## config.mk

```make
export PLATFORM = sky130hd
export DESIGN_NAME = thermistor_adc_to_temperature_top_flat
export DESIGN_NICKNAME = d
export VERILOG_FILES = /design/src/tadc_pkg.sv /design/src/tadc_if.sv /design/src/tadc_div_pipe.sv /design/src/tadc_seg_sel.sv /design/src/thermistor_adc_to_temperature_top.sv /design/src/flat_wrapper.sv
export SDC_FILE = /design/constraint.sdc
export NUM_CORES = 2
export LEC_CHECK = 0
export ABC_AREA = 1
export BUFFER_PORTS_ARGS = -buffer_cell sky130_fd_sc_hd__buf_2
export CORE_UTILIZATION = 55
export CTS_CLUSTER_DIAMETER = 30
export CTS_CLUSTER_SIZE = 8
export DETAILED_ROUTE_END_ITERATION = 6
export GPL_TIMING_DRIVEN = 0
export PLACE_DENSITY = 0.71
export RECOVER_POWER = 50
export SYNTH_ARGS = -nofsm -noshare
export SYNTH_HDL_FRONTEND = slang
export SYNTH_SLANG_ARGS = --single-unit
```

## constraint.sdc

```tcl
create_clock -name clock -period 10.6 [get_ports clock]
set_input_delay 2.12 -clock clock [delete_from_list [all_inputs] [get_ports clock]]
set_output_delay 2.12 -clock clock [all_outputs]
set_load 0.02 [all_outputs]
```

## src/tadc_pkg.sv

```systemverilog
// Shared types and constants for the thermistor divider to temperature converter.
// Holds the segment table and the widths used by every stage; depends on nothing.
`default_nettype none

package tadc_pkg;

   // Field and datapath widths
   localparam int ADC_W       = 12;
   localparam int TEMP_W      = 17;
   localparam int RES_W       = 25;   // resistance in ohms, below 2^25 for valid inputs
   localparam int PROD_W      = 26;   // adc_mv * pull-up scale before range gating
   localparam int SCALE_W     = 14;
   localparam int DEN1_W      = 12;   // supply minus voltage
   localparam int SEG_W       = 18;   // segment bounds and bases
   localparam int SLOPE_W     = 14;
   localparam int DIFF_W      = 17;   // base minus resistance inside a window
   localparam int OFFSET_W    = 8;
   localparam int QUO_EXTRA   = 4;    // integer bits of (base - r) / slope, always below 11
   localparam int DIV_STEPS   = 5;    // restoring steps per divider stage

   localparam logic [ADC_W-1:0]   SUPPLY_MV    = 12'd3296;
   localparam logic [SCALE_W-1:0] PULLUP_SCALE = 14'd10000;

   localparam int SEG_N = 17;

   typedef struct packed {
      logic [SEG_W-1:0]           hi;      // exclusive upper bound
      logic [SEG_W-1:0]           lo;      // inclusive lower bound
      logic [SEG_W-1:0]           base;
      logic [SLOPE_W-1:0]         slope;
      logic signed [OFFSET_W-1:0] offset;  // whole degrees
   } seg_type;

   // Segment result carried alongside the second division
   typedef struct packed {
      logic                       ok;
      logic signed [OFFSET_W-1:0] offset_deg;
   } seg_info_type;

   // Tested in order; first window that holds the resistance wins
   localparam seg_type SEG_TAB [SEG_N] = '{
      '{18'd29371,  18'd18680,  18'd29370,  14'd1069,  8'sd0},
      '{18'd18681,  18'd12240,  18'd18680,  14'd644,   8'sd10},
      '{18'd12241,  18'd8221,   18'd12240,  14'd402,   8'sd20},
      '{18'd8222,   18'd5648,   18'd8221,   14'd257,   8'sd30},
      '{18'd5649,   18'd3958,   18'd5648,   14'd169,   8'sd40},
      '{18'd3959,   18'd2823,   18'd3959,   14'd114,   8'sd50},
      '{18'd2824,   18'd2047,   18'd2824,   14'd78,    8'sd60},
      '{18'd2048,   18'd1506,   18'd2048,   14'd54,    8'sd70},
      '{18'd1507,   18'd1124,   18'd1507,   14'd38,    8'sd80},
      '{18'd1125,   18'd850,    18'd1125,   14'd27,    8'sd90},
      '{18'd851,    18'd651,    18'd851,    14'd20,    8'sd100},
      '{18'd652,    18'd504,    18'd652,    14'd15,    8'sd110},
      '{18'd505,    18'd395,    18'd505,    14'd11,    8'sd120},
      '{18'd47731,  18'd29370,  18'd47730,  14'd1836,  -8'sd10},
      '{18'd80361,  18'd47730,  18'd80360,  14'd3263,  -8'sd20},
      '{18'd140001, 18'd80360,  18'd140000, 14'd5964,  -8'sd30},
      '{18'd249600, 18'd140000, 18'd249600, 14'd10960, -8'sd40}
   };

endpackage

`default_nettype wire

```

## src/tadc_if.sv

```systemverilog
// Valid/ready channel interfaces for the converter's sample and result streams.
// Depends on tadc_pkg for the field widths.
`default_nettype none

interface tadc_req_if;
   logic                       valid;
   logic                       ready;
   logic [tadc_pkg::ADC_W-1:0] adc_mv;

   modport source (output valid, output adc_mv, input ready);
   modport sink   (input valid, input adc_mv, output ready);
endinterface

interface tadc_rsp_if;
   logic                               valid;
   logic                               ready;
   logic signed [tadc_pkg::TEMP_W-1:0] temp_q8;
   logic                               in_range;

   modport source (output valid, output temp_q8, output in_range, input ready);
   modport sink   (input valid, input temp_q8, input in_range, output ready);
endinterface

`default_nettype wire

```

## src/tadc_div_pipe.sv

```systemverilog
// Pipelined restoring divider, a few quotient bits per register stage.
// Carries a sideband word with each transaction; standalone, no package needed.
`default_nettype none

module tadc_div_pipe #(
   parameter int NUM_W  = 25,
   parameter int DEN_W  = 12,
   parameter int QUO_W  = 25,
   parameter int SIDE_W = 1,
   parameter int STEPS  = 5
) (
   input  wire logic              clock,
   input  wire logic              reset,
   input  wire logic              in_valid,
   output logic                   in_ready,
   input  wire logic [NUM_W-1:0]  in_num,
   input  wire logic [DEN_W-1:0]  in_den,
   input  wire logic [SIDE_W-1:0] in_side,
   output logic                   out_valid,
   input  wire logic              out_ready,
   output logic [QUO_W-1:0]       out_quo,
   output logic [SIDE_W-1:0]      out_side
);

   localparam int NSTAGE = (QUO_W + STEPS - 1) / STEPS;

   // Stage outputs, gathered for the next stage
   logic              valid_q     [NSTAGE];
   logic [DEN_W-1:0]  rem_q       [NSTAGE];
   logic [QUO_W-1:0]  work_q      [NSTAGE];
   logic [DEN_W-1:0]  den_q       [NSTAGE];
   logic [SIDE_W-1:0] side_q      [NSTAGE];
   logic              stage_ready [NSTAGE];

   for (genvar s = 0; s < NSTAGE; s++) begin : g_stage
      logic              valid_ff;
      logic [DEN_W-1:0]  rem_ff;
      logic [DEN_W-1:0]  rem_in;
      logic [QUO_W-1:0]  work_ff;
      logic [QUO_W-1:0]  work_in;
      logic [DEN_W-1:0]  den_ff;
      logic [SIDE_W-1:0] side_ff;
      logic              src_valid;
      logic [DEN_W-1:0]  src_rem;
      logic [QUO_W-1:0]  src_work;
      logic [DEN_W-1:0]  src_den;
      logic [SIDE_W-1:0] src_side;
      logic              nxt_ready;

      // Seed the partial remainder with the numerator bits above the quotient, or take the previous stage
      if (s == 0) begin : g_first
         assign src_valid = in_valid;
         assign src_rem   = DEN_W'(in_num >> QUO_W);
         assign src_work  = in_num[QUO_W-1:0];
         assign src_den   = in_den;
         assign src_side  = in_side;
      end else begin : g_next
         assign src_valid = valid_q[s-1];
         assign src_rem   = rem_q[s-1];
         assign src_work  = work_q[s-1];
         assign src_den   = den_q[s-1];
         assign src_side  = side_q[s-1];
      end

      if (s == NSTAGE - 1) begin : g_tail
         assign nxt_ready = out_ready;
      end else begin : g_mid
         assign nxt_ready = stage_ready[s+1];
      end

      assign stage_ready[s] = !valid_ff || nxt_ready;

      // Shift one numerator bit into the remainder per step, quotient bit out
      always_comb begin
         logic [DEN_W:0] trial;
         logic           qbit;
         trial   = '0;
         qbit    = 1'b0;
         rem_in  = src_rem;
         work_in = src_work;
         for (int j = 0; j < STEPS; j++) begin
            if (s * STEPS + j < QUO_W) begin
               trial = {rem_in, work_in[QUO_W-1]};
               if (trial >= {1'b0, src_den}) begin
                  trial = trial - {1'b0, src_den};
                  qbit  = 1'b1;
               end else begin
                  qbit  = 1'b0;
               end
               rem_in  = trial[DEN_W-1:0];
               work_in = {work_in[QUO_W-2:0], qbit};
            end
         end
      end

      // Advance when the slot is empty or its content moves on
      always_ff @(posedge clock) begin
         if (reset) begin
            valid_ff <= 1'b0;
         end else if (stage_ready[s]) begin
            valid_ff <= src_valid;
         end
         if (stage_ready[s] && src_valid) begin
            rem_ff  <= rem_in;
            work_ff <= work_in;
            den_ff  <= src_den;
            side_ff <= src_side;
         end
      end

      assign valid_q[s] = valid_ff;
      assign rem_q[s]   = rem_ff;
      assign work_q[s]  = work_ff;
      assign den_q[s]   = den_ff;
      assign side_q[s]  = side_ff;
   end

   assign in_ready  = stage_ready[0];
   assign out_valid = valid_q[NSTAGE-1];
   assign out_quo   = work_q[NSTAGE-1];
   assign out_side  = side_q[NSTAGE-1];

endmodule

`default_nettype wire

```

## src/tadc_seg_sel.sv

```systemverilog
// Segment lookup stage: finds the first window holding the resistance and
// prepares numerator, slope and offset for the second division. Uses tadc_pkg.
`default_nettype none

module tadc_seg_sel #(
   parameter int FRAC_BITS = 8
) (
   input  wire logic                         clock,
   input  wire logic                         reset,
   input  wire logic                         in_valid,
   output logic                              in_ready,
   input  wire logic [tadc_pkg::RES_W-1:0]   in_res,
   input  wire logic                         in_ok,
   output logic                              out_valid,
   input  wire logic                         out_ready,
   output logic [tadc_pkg::DIFF_W+FRAC_BITS-1:0] out_num,
   output logic [tadc_pkg::SLOPE_W-1:0]      out_den,
   output tadc_pkg::seg_info_type            out_info
);

   import tadc_pkg::*;

   localparam int NUM_W = DIFF_W + FRAC_BITS;

   logic                valid_ff;
   logic [NUM_W-1:0]    num_ff;
   logic [NUM_W-1:0]    num_in;
   logic [SLOPE_W-1:0]  den_ff;
   logic [SLOPE_W-1:0]  den_in;
   seg_info_type        info_ff;
   seg_info_type        info_in;

   // Compare all windows; scanning from the last entry lets the first hit win
   always_comb begin
      logic                       hit;
      logic [SEG_W-1:0]           sel_base;
      logic [SLOPE_W-1:0]         sel_slope;
      logic signed [OFFSET_W-1:0] sel_offset;
      logic [DIFF_W-1:0]          diff;
      hit        = 1'b0;
      sel_base   = '0;
      sel_slope  = SLOPE_W'(1);
      sel_offset = '0;
      for (int i = SEG_N - 1; i >= 0; i--) begin
         if (in_res < RES_W'(SEG_TAB[i].hi) && in_res >= RES_W'(SEG_TAB[i].lo)) begin
            hit        = 1'b1;
            sel_base   = SEG_TAB[i].base;
            sel_slope  = SEG_TAB[i].slope;
            sel_offset = SEG_TAB[i].offset;
         end
      end
      diff = hit ? DIFF_W'(sel_base - in_res[SEG_W-1:0]) : '0;
      num_in             = NUM_W'(diff) << FRAC_BITS;
      den_in             = sel_slope;
      info_in.ok         = in_ok && hit;
      info_in.offset_deg = sel_offset;
   end

   assign in_ready = !valid_ff || out_ready;

   always_ff @(posedge clock) begin
      if (reset) begin
         valid_ff <= 1'b0;
      end else if (in_ready) begin
         valid_ff <= in_valid;
      end
      if (in_ready && in_valid) begin
         num_ff  <= num_in;
         den_ff  <= den_in;
         info_ff <= info_in;
      end
   end

   assign out_valid = valid_ff;
   assign out_num   = num_ff;
   assign out_den   = den_ff;
   assign out_info  = info_ff;

endmodule

`default_nettype wire

```

## src/thermistor_adc_to_temperature_top.sv

```systemverilog
// Pipeline: ceil(25/5) + ceil((FRAC_BITS+4)/5) + 3 register stages, 11 at FRAC_BITS = 8:
//   scaling, resistance divider, segment lookup, slope divider and output register, up to five
//   quotient bits per divider stage.
// Throughput: one transaction per cycle; a stalled output only holds the stages behind it.
// Reset: synchronous, active high; clears every valid bit, no table or memory to fill.
// Depends on tadc_pkg, tadc_if, tadc_div_pipe and tadc_seg_sel.
`default_nettype none

module thermistor_adc_to_temperature_top #(
   parameter int FRAC_BITS = 8
) (
   input  wire logic  clock,
   input  wire logic  reset,
   tadc_req_if.sink   req_ch,
   tadc_rsp_if.source rsp_ch
);

   import tadc_pkg::*;

   localparam int NUM2_W = DIFF_W + FRAC_BITS;
   localparam int QUO2_W = FRAC_BITS + QUO_EXTRA;
   localparam int SUM_W  = (FRAC_BITS + OFFSET_W + 1 > TEMP_W) ?
                           FRAC_BITS + OFFSET_W + 1 : TEMP_W;

   // Scaling stage
   logic              s0_valid_ff;
   logic [RES_W-1:0]  s0_num_ff;
   logic [RES_W-1:0]  s0_num_in;
   logic [DEN1_W-1:0] s0_den_ff;
   logic [DEN1_W-1:0] s0_den_in;
   logic              s0_ok_ff;
   logic              s0_ok_in;
   logic              s0_ready;
   logic [PROD_W-1:0] s0_prod;

   // Resistance divider to segment lookup
   logic              div1_in_ready;
   logic              div1_out_valid;
   logic [RES_W-1:0]  div1_quo;
   logic              div1_ok;

   // Segment lookup to slope divider
   logic              seg_ready;
   logic              seg_valid;
   logic [NUM2_W-1:0] seg_num;
   logic [SLOPE_W-1:0] seg_den;
   seg_info_type      seg_info;

   // Slope divider to output stage
   logic              div2_in_ready;
   logic              div2_out_valid;
   logic [QUO2_W-1:0] div2_quo;
   seg_info_type      div2_info;

   // Output stage
   logic                     out_valid_ff;
   logic                     out_ready;
   logic signed [TEMP_W-1:0] temp_ff;
   logic signed [TEMP_W-1:0] temp_in;
   logic                     in_range_ff;
   logic signed [SUM_W-1:0]  off_ext;
   logic signed [SUM_W-1:0]  sum;

   // Scale the voltage and form supply minus voltage; gate off-supply inputs
   assign s0_ok_in  = req_ch.adc_mv < SUPPLY_MV;
   assign s0_prod   = PROD_W'(req_ch.adc_mv) * PROD_W'(PULLUP_SCALE);
   assign s0_num_in = s0_ok_in ? s0_prod[RES_W-1:0] : '0;
   assign s0_den_in = s0_ok_in ? DEN1_W'(SUPPLY_MV - req_ch.adc_mv) : DEN1_W'(1);
   assign s0_ready  = !s0_valid_ff || div1_in_ready;
   assign req_ch.ready = s0_ready;

   always_ff @(posedge clock) begin
      if (reset) begin
         s0_valid_ff <= 1'b0;
      end else if (s0_ready) begin
         s0_valid_ff <= req_ch.valid;
      end
      if (s0_ready && req_ch.valid) begin
         s0_num_ff <= s0_num_in;
         s0_den_ff <= s0_den_in;
         s0_ok_ff  <= s0_ok_in;
      end
   end

   tadc_div_pipe #(
      .NUM_W  (RES_W),
      .DEN_W  (DEN1_W),
      .QUO_W  (RES_W),
      .SIDE_W (1),
      .STEPS  (DIV_STEPS)
   ) u_div_res (
      .clock     (clock),
      .reset     (reset),
      .in_valid  (s0_valid_ff),
      .in_ready  (div1_in_ready),
      .in_num    (s0_num_ff),
      .in_den    (s0_den_ff),
      .in_side   (s0_ok_ff),
      .out_valid (div1_out_valid),
      .out_ready (seg_ready),
      .out_quo   (div1_quo),
      .out_side  (div1_ok)
   );

   tadc_seg_sel #(
      .FRAC_BITS (FRAC_BITS)
   ) u_seg_sel (
      .clock     (clock),
      .reset     (reset),
      .in_valid  (div1_out_valid),
      .in_ready  (seg_ready),
      .in_res    (div1_quo),
      .in_ok     (div1_ok),
      .out_valid (seg_valid),
      .out_ready (div2_in_ready),
      .out_num   (seg_num),
      .out_den   (seg_den),
      .out_info  (seg_info)
   );

   tadc_div_pipe #(
      .NUM_W  (NUM2_W),
      .DEN_W  (SLOPE_W),
      .QUO_W  (QUO2_W),
      .SIDE_W ($bits(seg_info_type)),
      .STEPS  (DIV_STEPS)
   ) u_div_slope (
      .clock     (clock),
      .reset     (reset),
      .in_valid  (seg_valid),
      .in_ready  (div2_in_ready),
      .in_num    (seg_num),
      .in_den    (seg_den),
      .in_side   (seg_info),
      .out_valid (div2_out_valid),
      .out_ready (out_ready),
      .out_quo   (div2_quo),
      .out_side  (div2_info)
   );

   // Add the segment offset in fixed point, keep the low bits; zero when out of range
   assign off_ext = SUM_W'(div2_info.offset_deg);
   assign sum     = (off_ext <<< FRAC_BITS) + signed'(SUM_W'(div2_quo));
   assign temp_in = div2_info.ok ? sum[TEMP_W-1:0] : '0;
   assign out_ready = !out_valid_ff || rsp_ch.ready;

   always_ff @(posedge clock) begin
      if (reset) begin
         out_valid_ff <= 1'b0;
      end else if (out_ready) begin
         out_valid_ff <= div2_out_valid;
      end
      if (out_ready && div2_out_valid) begin
         temp_ff     <= temp_in;
         in_range_ff <= div2_info.ok;
      end
   end

   assign rsp_ch.valid    = out_valid_ff;
   assign rsp_ch.temp_q8  = temp_ff;
   assign rsp_ch.in_range = in_range_ff;

endmodule

`default_nettype wire

```

## src/flat_wrapper.sv

```systemverilog
// flat-port wrapper written by rule: the top's interface ports become plain ports
module thermistor_adc_to_temperature_top_flat import tadc_pkg::*;
#(
   parameter int FRAC_BITS = 8
)
  (clock, reset, req_ch_valid, req_ch_adc_mv, req_ch_ready, rsp_ch_valid, rsp_ch_temp_q8, rsp_ch_in_range, rsp_ch_ready);
  tadc_req_if req_ch_i ();
  tadc_rsp_if rsp_ch_i ();
  input  wire logic clock;
  input  wire logic reset;
  input wire logic [$bits(req_ch_i.valid)-1:0] req_ch_valid;
  input wire logic [$bits(req_ch_i.adc_mv)-1:0] req_ch_adc_mv;
  output wire logic [$bits(req_ch_i.ready)-1:0] req_ch_ready;
  output wire logic [$bits(rsp_ch_i.valid)-1:0] rsp_ch_valid;
  output wire logic [$bits(rsp_ch_i.temp_q8)-1:0] rsp_ch_temp_q8;
  output wire logic [$bits(rsp_ch_i.in_range)-1:0] rsp_ch_in_range;
  input wire logic [$bits(rsp_ch_i.ready)-1:0] rsp_ch_ready;
  assign req_ch_i.valid = req_ch_valid;
  assign req_ch_i.adc_mv = req_ch_adc_mv;
  assign req_ch_ready = req_ch_i.ready;
  assign rsp_ch_valid = rsp_ch_i.valid;
  assign rsp_ch_temp_q8 = rsp_ch_i.temp_q8;
  assign rsp_ch_in_range = rsp_ch_i.in_range;
  assign rsp_ch_i.ready = rsp_ch_ready;
  thermistor_adc_to_temperature_top #(.FRAC_BITS(FRAC_BITS)) u_core (.clock(clock), .reset(reset), .req_ch(req_ch_i), .rsp_ch(rsp_ch_i));
endmodule
```

==> impl_metrics.csv <==
group,metric,value,unit
route,vias_per_cell,5.483,
setup_path,r2r_start,"u_core.u_div_res.g_stage[0].den_ff[6]",
min_path,hold_class,"reg2reg",
yosys,ys_types,73,
clocking,clk_pin_slew,0.04,ns
clocking,cts-buffers-inserted,89,
timing,tightestPinTransition,0.9906,ns
yosys,syn_area,44290,sq um
yosys,ys_seq_area_share,28.16,%
die,die_w,285.8,um
clocking,clock_path_buffers,3,
yosys,synth-edff-count,408,
global_routing,grt_pass1_vias,37877,
die,io_pins,36,
yosys,synthCells,5968,
placement,postPlaceCellArea,45950,sq um
run,max_cap_viol_count,0,
global_routing,grt_pass1_wl,188.0,mm
setup_path,required,10.97,ns
cells_and_area,drive_gt1_share,9.662,%
die,initial_core_util,55.80,%
timing,fin_worst_skew,0.04196,ns
setup_path,r2r_slack,0.61,ns
yosys,syn_avg_cell_area,7.422,sq um
setup_path,start_kind,"flip-flop",
timing,hold_slack,0.3982,ns
timing,hold_viol,0,
cells_and_area,areaGrowthSynthToFinish,12.44,%
timing,finalSetupViolCount,0,
yosys,synthSimpleGateAreaFrac,25.44,%
die,fp.coreArea,79390,sq um
yosys,synth_top_area_share,27.66,%
yosys,ys_ff_latch,419,
route,drt.antenna.violating_nets,0,
placement,portBuffers,35,
timing,min_period,9.988,ns
route,route.vias.total,39977,
clocking,clock_sink_count,419,
timing,slew_headroom,33.89,%
route,wl_per_cell,15.92,um
placement,routabilityCongestion,1.016,
cells_and_area,fin_area,49810,sq um
route,drcViolationCount,14,
clocking,cts_tree,"yes",
setup_path,worstPathMaxFanout,10,
clocking,clock_latency,0.64,ns
route,wl,116.1,mm
yosys,synth_top_family_by_area,"simple AND/OR/NAND/NOR gates",
setup_path,slowest_stage,"edfxtp_1",
clocking,root_buffer,"clkbuf_16",
setup_path,critPathLaunch,"u_core.u_div_res.g_stage[0].den_ff[6]",
setup_path,reg2reg_to,"u_core.u_div_res.g_stage[1].rem_ff[3]",
global_routing,grt_max_degree,46,
yosys,synth_area_leaders,"edfxtp_1 28%, ha_1 15%, nand2_1 13%, inv_1 7.4%, a21oi_1 5.4%",
global_routing,grt_overflow,0,
run_status,status,"complete, but fails checks",
cells_and_area,n_antenna_cell,0,
setup_path,cp_data_arrival_time,10.36,ns
timing,max_freq,100.1,MHz
setup_path,worstSetupPathType,"reg2reg",
yosys,yosysWarningCount,0,
yosys,synth_fa_ha_area_share,17.56,%
setup_path,critPathCaptureType,"flip-flop",
route,first_iter_violations,2734,
timing,drv_slew,0,
global_routing,antenna_found_initial,0,
die,die_area,81680,sq um
setup_path,worst_path_largest_cell_delay,0.46,ns
route,firstDrtPassIters,7,
run_status,violations,"DRC",
setup_path,endpoint,"u_core.u_div_res.g_stage[1].rem_ff[3]",
cells_and_area,final_cell_mix,"1576 x nand2_1, 837 x inv_1, 528 x ha_1, 469 x a21oi_1, 408 x edfxtp_1",
setup_path,path_common_cell,"nand2_1",
yosys,synthArstFlopShare,0,%
yosys,synth_flop_cell,"edfxtp_1",
cells_and_area,layout_commonest_cell,"nand2_1",
yosys,synth_area_leader_cell,"edfxtp_1",
yosys,synth-xor-area-share,6.604,%
die,dieHeight,285.8,um
placement,hpwl,91.88,mm
die,rows,103,
clocking,htree_levels,3,
yosys,muxShareOfSynthArea,0.05084,%
timing,timing.final.crit_share,94.23,%
yosys,syn_nets,6574,
setup_path,rr_worst_depth,59,
yosys,synth_compound_gate_area_share,13.49,%
cells_and_area,nets,6779,
global_routing,track_usage,28.18,%
cell usage after synthesis (all sizes together), types with 8 or more instances:
cell type,number
a21o,28
o2111ai,21
nand3b,14
nor3,71
or2,26
a31oi,24
edfxtp,408
a21oi,488
xor2,206
o31ai,11
nand2,1613
xnor2,128
ha,537
a31o,11
buf,55
nand3,335
dfxtp,11
nand4,90
o21bai,33
o21a,14
o211ai,17
clkbuf,8
nor4,15
o21ai,383
nor2,416
inv,904
fa,53
layer usage:
layer	vias to the layer above	share of wire, %	global-route usage (%)
li1	20446	-	-
met1	18276	45	36.63
met2	1040	47	48.45
met3	215	4.6	2.903
met4	0	3.3	10.16
met5	-	0	0
cell families after synthesis:
group / count (synthesis)
and+or+nand+nor: 2592
AOI/OAI and AO/OA: 1061
buffers and inverters: 970
adders and majority gates: 590
DFF: 419
xor gates and xnor gates: 334
muxes: 2
what timing repair did:
item | 4_1_cts | 5_1_grt
setup endpoints to repair | 44 | 83
resized for setup | 6 | 128
pin swaps | 0 | 21
buffers inserted | 2 | 69
hold buffers | 0 | 0
through the flow:
step	utilization (%)	worst slack (ns)	setup TNS, ns	instances
final	62.74	0.6116	0	7291
after global routing	62.74	-0.07698	-1.363	7291
after CTS	61.58	0.02467	0	7221
after detailed placement	57.89	-0.1604	-2.028	7060
after global placement	57.67	-0.09513	-0.7808	7053
after floorplan	-	1.963	0	5968
critical path, delay by kind of cell (launching register included):
| kind | cells | cell delay [ns] |
|---|---|---|
| AOI/OAI and AO/OA | 15 | 2.77 |
| adders and majority gates | 5 | 1.73 |
| buffers and inverters | 11 | 1.75 |
| DFF | 1 | 0.46 |
| and+or+nand+nor | 28 | 2.98 |
how the worst min path moves through the flow:
| stage | cells past startpoint | from | slack (ns) | to |
|---|---|---|---|---|
| after CTS | 0 | u_core.u_seg_sel.out_info[1] | 0.39 | u_core.u_div_slope.g_stage[0].side_ff[1] |
| after global routing | 0 | u_core.u_seg_sel.out_info[1] | 0.40 | u_core.u_div_slope.g_stage[0].side_ff[1] |
| after detailed placement | 0 | u_core.u_div_res.g_stage[0].work_ff[10] | 0.40 | u_core.u_div_res.g_stage[1].work_ff[15] |
| after global placement | 0 | u_core.s0_num_ff[5] | 0.40 | u_core.u_div_res.g_stage[0].work_ff[10] |
| final | 0 | u_core.u_seg_sel.out_info[1] | 0.40 | u_core.u_div_slope.g_stage[0].side_ff[1] |
| after floorplan | 0 | u_core.s0_ok_ff | 0.40 | u_core.u_div_res.g_stage[0].side_ff |
registers in the layout, indices dropped and copies added, names as in the netlist, 12 cells and up:
name / count
u_core.u_seg_sel.out_den: 14
u_core.u_seg_sel.out_num: 17
u_core.s0_den_ff: 12
u_core.u_div_res.g_stage.work_ff: 84
u_core.u_div_res.out_quo: 25
u_core.u_div_slope.g_stage.den_ff: 28
u_core.u_div_slope.out_quo: 12
u_core.u_div_slope.g_stage.side_ff: 16
u_core.u_div_res.g_stage.rem_ff: 48
u_core.rsp_ch.temp_q8: 17
u_core.u_div_res.g_stage.den_ff: 48
u_core.s0_num_ff: 21
u_core.u_div_slope.g_stage.rem_ff: 28
u_core.u_div_slope.g_stage.work_ff: 15
cell type report:
type                            instances  area, sq um
Inverter                              907         3496
Timing Repair Buffer                  114        875.8
Fill cell                            7087        29580
Multi-Input combinational cell       4579        28280
Buffer                                 63        464.2
Clock inverter                         55        624.3
Sequential cell                       419        12470
Clock buffer                          104         2283
Tap cell                             1050         1314
Power is left out: the tool's default activity adds up to more than one toggle a clock period on the data nets, which glitch-free logic cannot reach.
